[src/design/cls_pkg.sv]
// Shared types, phase codes and reset constants for the character LCD bus sequencer.
// Used by cls_step and char_lcd_bus_sequencer; depends on nothing else.
package cls_pkg;

    localparam logic [1:0] OP_TICK   = 2'd0;
    localparam logic [1:0] OP_CMD    = 2'd1;
    localparam logic [1:0] OP_CHAR   = 2'd2;
    localparam logic [1:0] OP_CURSOR = 2'd3;

    localparam logic [2:0] PH_IDLE    = 3'd0;
    localparam logic [2:0] PH_POLL    = 3'd1;
    localparam logic [2:0] PH_RELEASE = 3'd2;
    localparam logic [2:0] PH_PRE     = 3'd3;
    localparam logic [2:0] PH_WR_E    = 3'd4;
    localparam logic [2:0] PH_WR_DATA = 3'd5;
    localparam logic [2:0] PH_WR_LOW  = 3'd6;
    localparam logic [2:0] PH_POST    = 3'd7;

    localparam logic [1:0] REG_QUARTER_TICKS = 2'd0;
    localparam logic [1:0] REG_CMD_PRE_US    = 2'd1;
    localparam logic [1:0] REG_CMD_POST_US   = 2'd2;
    localparam logic [1:0] REG_DATA_POST_US  = 2'd3;

    localparam logic [7:0]  RST_QUARTER_TICKS = 8'd42;
    localparam logic [7:0]  RST_CMD_PRE_US    = 8'd8;
    localparam logic [11:0] RST_CMD_POST_US   = 12'd1000;
    localparam logic [7:0]  RST_DATA_POST_US  = 8'd39;

    localparam logic [7:0] CURSOR_CMD  = 8'h80;
    localparam logic [7:0] ROW2_OFFSET = 8'h40;
    localparam logic [1:0] FIRST_ROW   = 2'd1;

    localparam int CFG_DATA_W = 12;

    typedef struct packed {
        logic [7:0]  quarter_ticks;
        logic [7:0]  cmd_pre_us;
        logic [11:0] cmd_post_us;
        logic [7:0]  data_post_us;
    } cls_cfg_t;

    typedef struct packed {
        logic       e;
        logic       rs;
        logic       rw;
        logic       sel;
        logic [7:0] data;
        logic       drive;
    } cls_pins_t;

    typedef struct packed {
        logic [2:0]  phase;
        logic [7:0]  tick_count;
        logic [13:0] units_left;
        logic [7:0]  latched;
        logic [1:0]  kind;
        cls_pins_t   pins;
        logic [7:0]  status;
    } cls_state_t;

endpackage

[src/design/cls_if.sv]
// Valid/ready channel interfaces for the request beats and the pin-level result beats.
// Stand-alone; no package dependency.
interface cls_cmd_if;
    logic       valid;
    logic       ready;
    logic [1:0] opcode;
    logic [7:0] value;
    logic [6:0] column;
    logic [1:0] row;
    logic [7:0] bus_in;

    modport source (output valid, opcode, value, column, row, bus_in, input ready);
    modport sink (input valid, opcode, value, column, row, bus_in, output ready);
endinterface

interface cls_rsp_if;
    logic       valid;
    logic       ready;
    logic       enable_pin;
    logic       reg_select_pin;
    logic       read_write_pin;
    logic       select_pin;
    logic [7:0] data_out;
    logic       drive_data;
    logic       busy_res;
    logic [7:0] status_byte;

    modport source (output valid, enable_pin, reg_select_pin, read_write_pin, select_pin,
                    data_out, drive_data, busy_res, status_byte, input ready);
    modport sink (input valid, enable_pin, reg_select_pin, read_write_pin, select_pin,
                  data_out, drive_data, busy_res, status_byte, output ready);
endinterface

[src/design/cls_step.sv]
// Next-state logic of the bus sequencer: one clock tick of the phase machine.
// Depends on cls_pkg for the state, pin and configuration types.
module cls_step
    import cls_pkg::*;
(
    input  cls_state_t cur,
    input  cls_cfg_t   cfg,
    input  logic [1:0] opcode,
    input  logic [7:0] value,
    input  logic [6:0] column,
    input  logic [1:0] row,
    input  logic [7:0] bus_in,
    output cls_state_t nxt
);

    // Enters a phase, skipping zero-length waits, and loads its pins and timer.
    function automatic cls_state_t enter_phase(cls_state_t s, logic [2:0] p, cls_cfg_t c);
        cls_state_t  n;
        logic [2:0]  q;
        logic [7:0]  ulen;
        logic [13:0] pre_units;
        logic [13:0] post_units;
        n = s;
        q = p;
        ulen = (c.quarter_ticks == 8'd0) ? 8'd1 : c.quarter_ticks;
        pre_units = {4'd0, c.cmd_pre_us, 2'b00};
        if (s.kind == OP_CMD)
            post_units = {c.cmd_post_us, 2'b00};
        else if (s.kind == OP_CHAR)
            post_units = {4'd0, c.data_post_us, 2'b00};
        else
            post_units = 14'd0;
        if (q == PH_PRE && pre_units == 14'd0)
            q = PH_WR_E;
        if (q == PH_POST && post_units == 14'd0)
            q = PH_IDLE;
        n.phase = q;
        case (q)
            PH_POLL:
            begin
                n.pins.e = 1'b1;
                n.pins.rs = 1'b0;
                n.pins.rw = 1'b1;
                n.pins.sel = 1'b1;
                n.pins.drive = 1'b0;
                n.units_left = 14'd2;
                n.tick_count = ulen;
            end
            PH_RELEASE:
            begin
                n.pins.e = 1'b0;
                n.pins.rs = 1'b0;
                n.pins.rw = 1'b1;
                n.pins.sel = 1'b1;
                n.pins.drive = 1'b1;
                n.units_left = 14'd1;
                n.tick_count = 8'd1;
            end
            PH_PRE:
            begin
                n.units_left = pre_units;
                n.tick_count = ulen;
            end
            PH_WR_E:
            begin
                n.pins.e = 1'b1;
                n.pins.rs = (s.kind == OP_CHAR);
                n.pins.rw = 1'b0;
                n.pins.sel = 1'b1;
                n.pins.drive = 1'b1;
                n.units_left = 14'd1;
                n.tick_count = ulen;
            end
            PH_WR_DATA:
            begin
                n.pins.data = s.latched;
                n.units_left = 14'd1;
                n.tick_count = ulen;
            end
            PH_WR_LOW:
            begin
                n.pins.e = 1'b0;
                n.units_left = 14'd1;
                n.tick_count = ulen;
            end
            PH_POST:
            begin
                n.units_left = post_units;
                n.tick_count = ulen;
            end
            default:
            begin
                n.phase = PH_IDLE;
                n.units_left = 14'd0;
                n.tick_count = 8'd0;
            end
        endcase
        return n;
    endfunction

    logic [7:0]  ulen;
    logic [7:0]  tick_dec;
    logic [13:0] units_dec;
    logic [7:0]  addr;
    cls_state_t  base;

    always_comb
    begin
        ulen = (cfg.quarter_ticks == 8'd0) ? 8'd1 : cfg.quarter_ticks;
        tick_dec = (cur.tick_count != 8'd0) ? cur.tick_count - 8'd1 : 8'd0;
        units_dec = (cur.units_left != 14'd0) ? cur.units_left - 14'd1 : 14'd0;
        addr = {1'b0, column} - 8'd1 + ((row != FIRST_ROW) ? ROW2_OFFSET : 8'd0);
        base = cur;
        nxt = cur;
        if (cur.phase == PH_IDLE)
        begin
            if (opcode != OP_TICK)
            begin
                base.kind = opcode;
                if (opcode == OP_CURSOR)
                begin
                    base.latched = CURSOR_CMD | addr;
                    nxt = enter_phase(base, PH_WR_E, cfg);
                end
                else
                begin
                    base.latched = value;
                    nxt = enter_phase(base, PH_POLL, cfg);
                end
            end
        end
        else if (tick_dec != 8'd0)
        begin
            nxt.tick_count = tick_dec;
        end
        else if (units_dec != 14'd0)
        begin
            nxt.tick_count = ulen;
            nxt.units_left = units_dec;
        end
        else
        begin
            case (cur.phase)
                PH_POLL:
                begin
                    base.status = bus_in;
                    nxt = enter_phase(base, PH_RELEASE, cfg);
                end
                PH_RELEASE:
                begin
                    if (cur.status[7])
                        nxt = enter_phase(base, PH_POLL, cfg);
                    else if (cur.kind == OP_CMD)
                        nxt = enter_phase(base, PH_PRE, cfg);
                    else
                        nxt = enter_phase(base, PH_WR_E, cfg);
                end
                PH_PRE:     nxt = enter_phase(base, PH_WR_E, cfg);
                PH_WR_E:    nxt = enter_phase(base, PH_WR_DATA, cfg);
                PH_WR_DATA: nxt = enter_phase(base, PH_WR_LOW, cfg);
                PH_WR_LOW:
                    nxt = enter_phase(base, (cur.kind == OP_CURSOR) ? PH_IDLE : PH_POST, cfg);
                default:    nxt = enter_phase(base, PH_IDLE, cfg);
            endcase
        end
    end

endmodule

[src/design/char_lcd_bus_sequencer.sv]
// Top level of the character LCD bus sequencer: configuration registers, input stage,
// sequencer state and result register. Depends on cls_pkg, cls_if.sv and cls_step.
//
//   channel  direction  beat contents
//   cmd      in         opcode, value, column, row, bus_in (one clock tick of the sequencer)
//   rsp      out        pin levels, busy flag and last status byte after that tick
//   cfg_*    in         register write, no handshake
//
// One beat is accepted per cycle while rsp is not stalled; it is held in the input stage,
// then cls_step computes its result combinationally, which is registered and offered on rsp.
// Reset returns to idle with all pins low except data drive, and restores register defaults.
// A stall on rsp holds the stage and the state; cmd.ready drops only while both are full.
module char_lcd_bus_sequencer
    import cls_pkg::*;
(
    input  logic                  clk,
    input  logic                  rst_n,
    input  logic                  cfg_we,
    input  logic [1:0]            cfg_index,
    input  logic [CFG_DATA_W-1:0] cfg_data,
    cls_cmd_if.sink               cmd,
    cls_rsp_if.source             rsp
);

    cls_cfg_t   cfg_reg;
    cls_cfg_t   cfg_next;
    cls_state_t state_reg;
    cls_state_t state_next;

    logic       stage_valid_reg;
    logic [1:0] stage_opcode_reg;
    logic [7:0] stage_value_reg;
    logic [6:0] stage_column_reg;
    logic [1:0] stage_row_reg;
    logic [7:0] stage_bus_reg;

    logic       res_valid_reg;
    logic       res_valid_next;
    cls_pins_t  res_pins_reg;
    logic       res_busy_reg;
    logic [7:0] res_status_reg;

    logic       advance;
    logic       take;

    assign advance = stage_valid_reg && (!res_valid_reg || rsp.ready);
    assign cmd.ready = !stage_valid_reg || advance;
    assign take = cmd.valid && cmd.ready;

    cls_step u_step (
        .cur    (state_reg),
        .cfg    (cfg_reg),
        .opcode (stage_opcode_reg),
        .value  (stage_value_reg),
        .column (stage_column_reg),
        .row    (stage_row_reg),
        .bus_in (stage_bus_reg),
        .nxt    (state_next)
    );

    always_comb
    begin
        cfg_next = cfg_reg;
        if (cfg_we)
        begin
            case (cfg_index)
                REG_QUARTER_TICKS: cfg_next.quarter_ticks = cfg_data[7:0];
                REG_CMD_PRE_US:    cfg_next.cmd_pre_us = cfg_data[7:0];
                REG_CMD_POST_US:   cfg_next.cmd_post_us = cfg_data[11:0];
                REG_DATA_POST_US:  cfg_next.data_post_us = cfg_data[7:0];
                default:           cfg_next = cfg_reg;
            endcase
        end
        if (advance)
            res_valid_next = 1'b1;
        else if (rsp.ready)
            res_valid_next = 1'b0;
        else
            res_valid_next = res_valid_reg;
    end

    always_ff @(posedge clk or negedge rst_n)
    begin
        if (!rst_n)
        begin
            cfg_reg.quarter_ticks <= RST_QUARTER_TICKS;
            cfg_reg.cmd_pre_us <= RST_CMD_PRE_US;
            cfg_reg.cmd_post_us <= RST_CMD_POST_US;
            cfg_reg.data_post_us <= RST_DATA_POST_US;
            state_reg.phase <= PH_IDLE;
            state_reg.tick_count <= 8'd0;
            state_reg.units_left <= 14'd0;
            state_reg.latched <= 8'd0;
            state_reg.kind <= OP_TICK;
            state_reg.pins <= '{e: 1'b0, rs: 1'b0, rw: 1'b0, sel: 1'b0,
                                data: 8'd0, drive: 1'b1};
            state_reg.status <= 8'd0;
            stage_valid_reg <= 1'b0;
            res_valid_reg <= 1'b0;
        end
        else
        begin
            cfg_reg <= cfg_next;
            if (advance)
                state_reg <= state_next;
            if (take)
                stage_valid_reg <= 1'b1;
            else if (advance)
                stage_valid_reg <= 1'b0;
            res_valid_reg <= res_valid_next;
        end
    end

    always_ff @(posedge clk)
    begin
        if (take)
        begin
            stage_opcode_reg <= cmd.opcode;
            stage_value_reg <= cmd.value;
            stage_column_reg <= cmd.column;
            stage_row_reg <= cmd.row;
            stage_bus_reg <= cmd.bus_in;
        end
        if (advance)
        begin
            res_pins_reg <= state_next.pins;
            res_busy_reg <= (state_next.phase != PH_IDLE);
            res_status_reg <= state_next.status;
        end
    end

    assign rsp.valid = res_valid_reg;
    assign rsp.enable_pin = res_pins_reg.e;
    assign rsp.reg_select_pin = res_pins_reg.rs;
    assign rsp.read_write_pin = res_pins_reg.rw;
    assign rsp.select_pin = res_pins_reg.sel;
    assign rsp.data_out = res_pins_reg.data;
    assign rsp.drive_data = res_pins_reg.drive;
    assign rsp.busy_res = res_busy_reg;
    assign rsp.status_byte = res_status_reg;

    // The timers are cleared whenever the sequencer rests in idle.
    a_idle_timers_clear: assert property (@(posedge clk) disable iff (!rst_n)
        (state_reg.phase == PH_IDLE) |-> (state_reg.tick_count == 8'd0 &&
                                          state_reg.units_left == 14'd0))
        else $error("idle phase with a running timer");

    // Every active phase holds at least one tick and one unit.
    a_active_timers_loaded: assert property (@(posedge clk) disable iff (!rst_n)
        (state_reg.phase != PH_IDLE) |-> (state_reg.tick_count != 8'd0 &&
                                          state_reg.units_left != 14'd0))
        else $error("active phase with an empty timer");

    // The data pins are released only during a status poll.
    a_undriven_only_in_poll: assert property (@(posedge clk) disable iff (!rst_n)
        !state_reg.pins.drive |-> (state_reg.phase == PH_POLL))
        else $error("data pins released outside a poll");

    // The state moves only when a beat passes into the result register.
    a_state_holds_on_stall: assert property (@(posedge clk) disable iff (!rst_n)
        !advance |=> $stable(state_reg))
        else $error("sequencer state changed without a beat");

endmodule

[src/flat_wrapper.sv]
// flat-port wrapper written by rule: the top's interface ports become plain ports
module char_lcd_bus_sequencer_flat import cls_pkg::*;
  (clk, rst_n, cfg_we, cfg_index, cfg_data, cmd_valid, cmd_opcode, cmd_value, cmd_column, cmd_row, cmd_bus_in, cmd_ready, rsp_valid, rsp_enable_pin, rsp_reg_select_pin, rsp_read_write_pin, rsp_select_pin, rsp_data_out, rsp_drive_data, rsp_busy_res, rsp_status_byte, rsp_ready);
  cls_cmd_if cmd_i ();
  cls_rsp_if rsp_i ();
  input  logic clk;
  input  logic rst_n;
  input  logic cfg_we;
  input  logic [1:0] cfg_index;
  input  logic [CFG_DATA_W-1:0] cfg_data;
  input wire logic [$bits(cmd_i.valid)-1:0] cmd_valid;
  input wire logic [$bits(cmd_i.opcode)-1:0] cmd_opcode;
  input wire logic [$bits(cmd_i.value)-1:0] cmd_value;
  input wire logic [$bits(cmd_i.column)-1:0] cmd_column;
  input wire logic [$bits(cmd_i.row)-1:0] cmd_row;
  input wire logic [$bits(cmd_i.bus_in)-1:0] cmd_bus_in;
  output wire logic [$bits(cmd_i.ready)-1:0] cmd_ready;
  output wire logic [$bits(rsp_i.valid)-1:0] rsp_valid;
  output wire logic [$bits(rsp_i.enable_pin)-1:0] rsp_enable_pin;
  output wire logic [$bits(rsp_i.reg_select_pin)-1:0] rsp_reg_select_pin;
  output wire logic [$bits(rsp_i.read_write_pin)-1:0] rsp_read_write_pin;
  output wire logic [$bits(rsp_i.select_pin)-1:0] rsp_select_pin;
  output wire logic [$bits(rsp_i.data_out)-1:0] rsp_data_out;
  output wire logic [$bits(rsp_i.drive_data)-1:0] rsp_drive_data;
  output wire logic [$bits(rsp_i.busy_res)-1:0] rsp_busy_res;
  output wire logic [$bits(rsp_i.status_byte)-1:0] rsp_status_byte;
  input wire logic [$bits(rsp_i.ready)-1:0] rsp_ready;
  assign cmd_i.valid = cmd_valid;
  assign cmd_i.opcode = cmd_opcode;
  assign cmd_i.value = cmd_value;
  assign cmd_i.column = cmd_column;
  assign cmd_i.row = cmd_row;
  assign cmd_i.bus_in = cmd_bus_in;
  assign cmd_ready = cmd_i.ready;
  assign rsp_valid = rsp_i.valid;
  assign rsp_enable_pin = rsp_i.enable_pin;
  assign rsp_reg_select_pin = rsp_i.reg_select_pin;
  assign rsp_read_write_pin = rsp_i.read_write_pin;
  assign rsp_select_pin = rsp_i.select_pin;
  assign rsp_data_out = rsp_i.data_out;
  assign rsp_drive_data = rsp_i.drive_data;
  assign rsp_busy_res = rsp_i.busy_res;
  assign rsp_status_byte = rsp_i.status_byte;
  assign rsp_i.ready = rsp_ready;
  char_lcd_bus_sequencer u_core (.clk(clk), .rst_n(rst_n), .cfg_we(cfg_we), .cfg_index(cfg_index), .cfg_data(cfg_data), .cmd(cmd_i), .rsp(rsp_i));
endmodule
[config.mk]
export PLATFORM = sky130hd
export DESIGN_NAME = char_lcd_bus_sequencer_flat
export DESIGN_NICKNAME = d
export VERILOG_FILES = /design/src/design/cls_pkg.sv /design/src/design/cls_if.sv /design/src/design/cls_step.sv /design/src/design/char_lcd_bus_sequencer.sv /design/src/flat_wrapper.sv
export SDC_FILE = /design/constraint.sdc
export NUM_CORES = 1
export LEC_CHECK = 0
export ABC_AREA = 1
export BUFFER_PORTS_ARGS = -buffer_cell sky130_fd_sc_hd__buf_2
export CORE_MARGIN = 3
export CORE_UTILIZATION = 50
export DETAILED_ROUTE_END_ITERATION = 16
export PLACE_DENSITY = 0.69
export RECOVER_POWER = 25
export SYNTH_ARGS = -nofsm -noshare
export SYNTH_HDL_FRONTEND = slang
export SYNTH_SLANG_ARGS = --single-unit
[constraint.sdc]
create_clock -name clk -period 4.6 [get_ports clk]
set_clock_uncertainty 0.2 [all_clocks]
set_input_delay 0.46 -clock clk [delete_from_list [all_inputs] [get_ports clk]]
set_output_delay 0.46 -clock clk [all_outputs]
set_load 0.03 [all_outputs]
-- Word level (Yosys, flattened, before mapping)
Index checks and enable logic that the tools add are counted.
- add/sub/neg operators: 4
- equality and inequality tests: 34
- multiplexer cells: 69
- reductions and logical operators: 42
- operators by type and width (cell ; count):
    one-hot mux 56 bit (6 select lines) ; 1
    two-way mux 56 bit ; 5
    one-hot mux 22 bit (5 select lines) ; 2
    two-way mux 14 bit ; 12
    two-way mux 3 bit ; 29
    two-way mux 45 bit ; 1
    two-way mux 8 bit ; 5
    equality test 3 bit, second input constant ; 13
    two-way mux 31 bit ; 1
    logical NOT 14 bit ; 2
    nonzero test 14 bit ; 2
    two-way mux 22 bit ; 1
    equality test 3 x 2 -> 1 bit, second input constant ; 7
    logical NOT 8 bit ; 2
    nonzero test 8 bit ; 2
    OR reduction 2 bit ; 8
    OR reduction 7 bit ; 2
    subtractor 14 x 1 -> 14 bit, second input constant ; 1
    equality test 2 bit, second input constant ; 6
    one-hot mux 3 bit (2 select lines) ; 2
    two-way mux 10 bit ; 1
    AND reduction 2 bit ; 5
    equality test 3 x 1 -> 1 bit, second input constant ; 3
    one-hot mux 1 bit (2 select lines) ; 4
    17 further kinds ; 32
- register bits after elaboration: 143
- bits of input ports: 46
- output and inout port bits: 24
- word-level logic and storage cells: 180

-- Depth between registers and ports, before layout
- word-level depth: 27
- gate-level depth with buffers: 18
- mapped depth without buffers: 17

-- By module
From an unflattened synthesis, not the netlist that was laid out.
- cells, all modules: 1076
- area total of the unflattened synthesis: 8162.8 sq um
- modules (own cells, without submodules) (module ; times used ; cells an instance ; area an instance (sq um) ; seq. area each (sq um)):
    char_lcd_bus_sequencer ; 1 ; 465 ; 5266.3 ; 3842.4
    cls_step ; 1 ; 611 ; 2896.5 ; 0.0

-- Least setup slack after synthesis
OpenSTA, ideal clock, no wires.
- path type: register to register
- start: reg u_core.state_reg[31] (netlist bit)
- end: reg u_core.res_pins_reg (netlist bit u_core.rsp.read_write_pin), data pin
- library setup time: 0.255 ns
- arrival: 2.023 ns
- required time: 4.145 ns
- setup slack: 2.122 ns
- stages on the path, launching flop included: 16
- path buffers: 1
- period minus slack after synthesis: 2.478 ns
- cells stage by stage: dfrtp_1 -> inv_1 -> ha_1 -> nand3_1 -> nor2_1 -> nand2_1 -> nand3_1 -> nand2_1 -> nor2_1 -> nand2_1 -> nor2_8 -> buf_6 -> nand3_1 -> nand2_1 -> nand3_1 -> and2_1
- RTL lines (what ; line ; RTL):
    from (decl) ; char_lcd_bus_sequencer.sv:27 ; cls_state_t state_reg;
    from (signal assigned) ; char_lcd_bus_sequencer.sv:105 ; state_reg <= state_next;
    to (signal assigned) ; char_lcd_bus_sequencer.sv:126 ; res_pins_reg <= state_next.pins;
    to (decl) ; char_lcd_bus_sequencer.sv:39 ; cls_pins_t res_pins_reg;

-- Final worst setup path
- start: reg u_core.res_valid_reg, in the netlist u_core.rsp.valid
- end: reg u_core.state_reg[32] (netlist bit)
- word-level cells in the longest chain between the ends: 4
- ends and longest elaborated chain (what ; line ; RTL):
    from (decl) ; char_lcd_bus_sequencer.sv:37 ; logic res_valid_reg;
    from (signal assigned) ; char_lcd_bus_sequencer.sv:110 ; res_valid_reg <= res_valid_next;
    logical NOT 1 bit ; char_lcd_bus_sequencer.sv:46 ; assign advance = stage_valid_reg && (!res_valid_reg || rsp.ready);
    logical OR 1 bit ; char_lcd_bus_sequencer.sv:46 ;
    logical AND 1 bit ; char_lcd_bus_sequencer.sv:46 ;
    AND reduction 3 bit (no line) ; n/a ;
Every way passes these cells.
A chain may end at the register's enable or synchronous reset.

==> key figures <==
Timing
  – RSZ-0062 raised after global routing: no
  – Max-Slew Margin vs Limit: 0.100
  – Fin crit period: 3.32 ns
  – Setup violators final: 0
  – Setup_tns: 0 ns
  – Tcrit/Tclk final: 0.723
  – Max Slew Vio Count: 0
  – Hold Fails Final Rpt: 0
  – Fmax: 0.301 GHz
  – Pin slew with the least headroom to its limit: 1.35 ns

Power and ir drop
  – Leak: 0.00435 uW
  – Gate power share: 0.374
  – Net Sw Power: 2010 uW
  – Int Pwr: 3050 uW
  – Power share of the clock group: 0.275
  – Worst vdd ir: 0.322 mV
  – Power Density: 578 nW/um2
  – Sequential power share: 0.352
  – Sw Ratio: 0.397

GRT
  – Number of global-route vias before repair: 5916
  – First-pass GRT wire length: 29.0 mm
  – Total track usage: 0.219
  – Largest net degree at the start of global routing: 61
  – Initial antenna violation count: 0
  – Grt ovf: 0

Floorplanning
  – # rows: 44
  – Initial Util: 0.517
  – Die span in x: 129 um
  – # IOs: 70
  – Die area: 16700 um2
  – Core footprint: 14700 um2
  – Die Y: 129 um

Cells and area
  – Number of diodes: 0
  – Commonest non-fill, non-tap cell in the layout: nand2_1
  – Area grow syn2layout: 15.2%
  – Largest register FFs: 56
  – Register area: 3840 um2
  – Most frequent cells in the layout: 243 x nand2_1, 120 x inv_1, 85 x nor2_1, 79 x dfrtp_1, 69 x nand3_1
  – Share of layout cells above drive strength 1: 0.148
  – Nets@finish: 1070
  – Fillers: 1342
  – Non-filler cells, final: 1208
  – Multi-input gate area: 3130 um2

Clock tree
  – CTS Buf Count: 17
  – H-tree depth: 4
  – # Post-CTS Setup Buffers: 0
  – Clk_lat worst skew: 0.42 ns
  – Root Buffer: clkbuf_16
  – CTS Sinks: 143
  – TritonCTS clock tree: built
  – Worst-path clk slew: 0.06 ns
  – Worst-case clock buffer depth: 2

Worst setup path
  – Buf+Inv Stages, Crit Path: 4
  – CP cell instances: nand2_1 > nand2_1 > clkbuf_1 > clkinv_1 > nand2_1 > inv_2 > nor2_2 > inv_2 > nor2_1 > a21oi_1
  – Startpoint Class: flop
  – Worst path required time: 4.70 ns
  – Family with the most delay on the worst path: buffers and inverters
  – Worst Setup Path Type: reg2reg
  – Slowest cell on the critical path: clkbuf_1
  – Peak fanout along the critical path: 26
  – Most used cell, CP: nand2_1
  – Slowest stage delay, CP: 0.98 ns
  – CP Capture Type: flop
  – Critical Path AT: 3.43 ns

Yosys
  – Synth warn: 0
  – FFs w/ async S/R, synth: 0.657
  – Yosys reg bits: 143
  – Syn nets: 993
  – Yosys top cell by area: dfrtp_1
  – Mapped Cells: 934
  – Synth top area cells: dfrtp_1 26%, edfxtp_1 19%, nand2_1 12%, inv_1 5.9%, dfstp_2 5.2%
  – Yosys top cell area share: 0.260
  – Seq/Total Area, Yosys: 0.506
  – Post-synthesis cell type count: 44
  – Post-Syn Area: 7590 um2
  – EDFF count, synth: 49
  – Post-synth top flop: dfrtp_1
  – Avg Cell Area, Syn: 8.13 um2

Status
  – Status: complete, no violations

Placed design
  – Routability cong.: 0.960
  – Placed cells: 1168
  – Final HPWL DP: 12.3 mm
  – Port Buffers: 69

Route
  – # DRC: 0
  – Via density: 5.23
  – DRT iter0 DRCs: 581
  – DRT antenna net count: 0
  – Routed wire length: 17.3 mm
  – Drt first pass iters: 5
  – Vias post-DR: 6319
  – WL per Instance: 14.3 um

Job
  – Maxcap violations: 0

Hold path
  – Worst hold-check path type: in2reg
layout make-up:
| class | instances | share of cell area |
|---|---|---|
| Tap cell | 184 | 0.0263 |
| Multi-Input combinational cell | 632 | 0.358 |
| Inverter | 137 | 0.0588 |
| Sequential cell | 143 | 0.439 |
| Clock inverter | 11 | 0.0160 |
| Timing Repair Buffer | 80 | 0.0505 |
| Clock buffer | 21 | 0.0515 |
metrics by stage:
step           cell area [um2]  hold WS, ns  worst slack [ns]  total power [uW]  utilization
2_1_floorplan             7590      -0.0356              2.12              3240            -
3_3_place_gp              8090        0.263              1.59              3670        0.550
3_5_place_dp              8090        0.267              1.61              3660        0.550
4_1_cts                   8730   0.00000822              1.58              5070        0.594
5_1_grt                   8750     0.000366              1.02              5430        0.595
6_report                  8750       0.0138              1.28              5060        0.595
path summary, 6_finish.rpt:
| kind | startpoint | to | slack, ns | depth (start not counted) |
|---|---|---|---|---|
| hold reg to reg | u_core.cfg_reg[27] | u_core.cfg_reg[27] | 0.28 | 2 |
| setup reg to reg | u_core.rsp.valid | u_core.state_reg[32] | 1.28 | 10 |
| max in group asynchronous | rst_n | u_core.cfg_reg[23] | 2.73 | 3 |
| hold / removal | cmd_column[3] | u_core.stage_column_reg[3] | 0.01 | 1 |
| setup / recovery | u_core.rsp.valid | u_core.state_reg[32] | 1.28 | 10 |
| min in group asynchronous | rst_n | u_core.cfg_reg[7] | 0.47 | 2 |
power by group through the flow:
stage	logic [uW]	registers (uW)	clock network (uW)
final	1890	1780	1390
after global routing	2150	1810	1470
after CTS	1880	1780	1410
after detailed placement	1870	1790	0
after global placement	1870	1790	0
after floorplan	1440	1800	0
Yosys cell counts (all sizes together) (3+ instances only):
master,instances
a21boi,9
a21oi,45
a22oi,6
buf,8
clkbuf,14
clkinv,3
dfrtp,79
dfstp,15
edfxtp,49
ha,12
inv,134
nand2,251
nand3,73
nand4,13
nor2,95
nor3,7
o21a,10
o21ai,83
o22ai,11
or2,3
xor2,5
routing by layer:
layer	track usage	routed length [um]	vias to the layer above
met5	0	0	-
met4	0.0593	249	0
met3	0.0478	805	26
met2	0.343	7920	161
met1	0.312	8330	2939
li1	-	-	3193
timing repair:
| action | CTS | global route |
|---|---|---|
| gates resized for setup | 0 | 0 |
| hold endpoints to repair | 52 | 3 |
| setup endpoints to repair | 0 | 0 |
| hold buffers | 5 | 3 |
kinds of logic (layout without fill, tap and decap cells):
logic type / after synthesis / after routing / share of synthesized area
xor gates and xnor gates: 6 / 6 / 0.00692
adders and majority gates: 13 / 13 / 0.0224
buffers and inverters: 159 / 249 / 0.0817
and+or+nand+nor: 445 / 445 / 0.259
AOI/OAI and AO/OA: 168 / 168 / 0.124
DFF: 143 / 143 / 0.506
No activity file was read; power rests on OpenSTA's default activity.
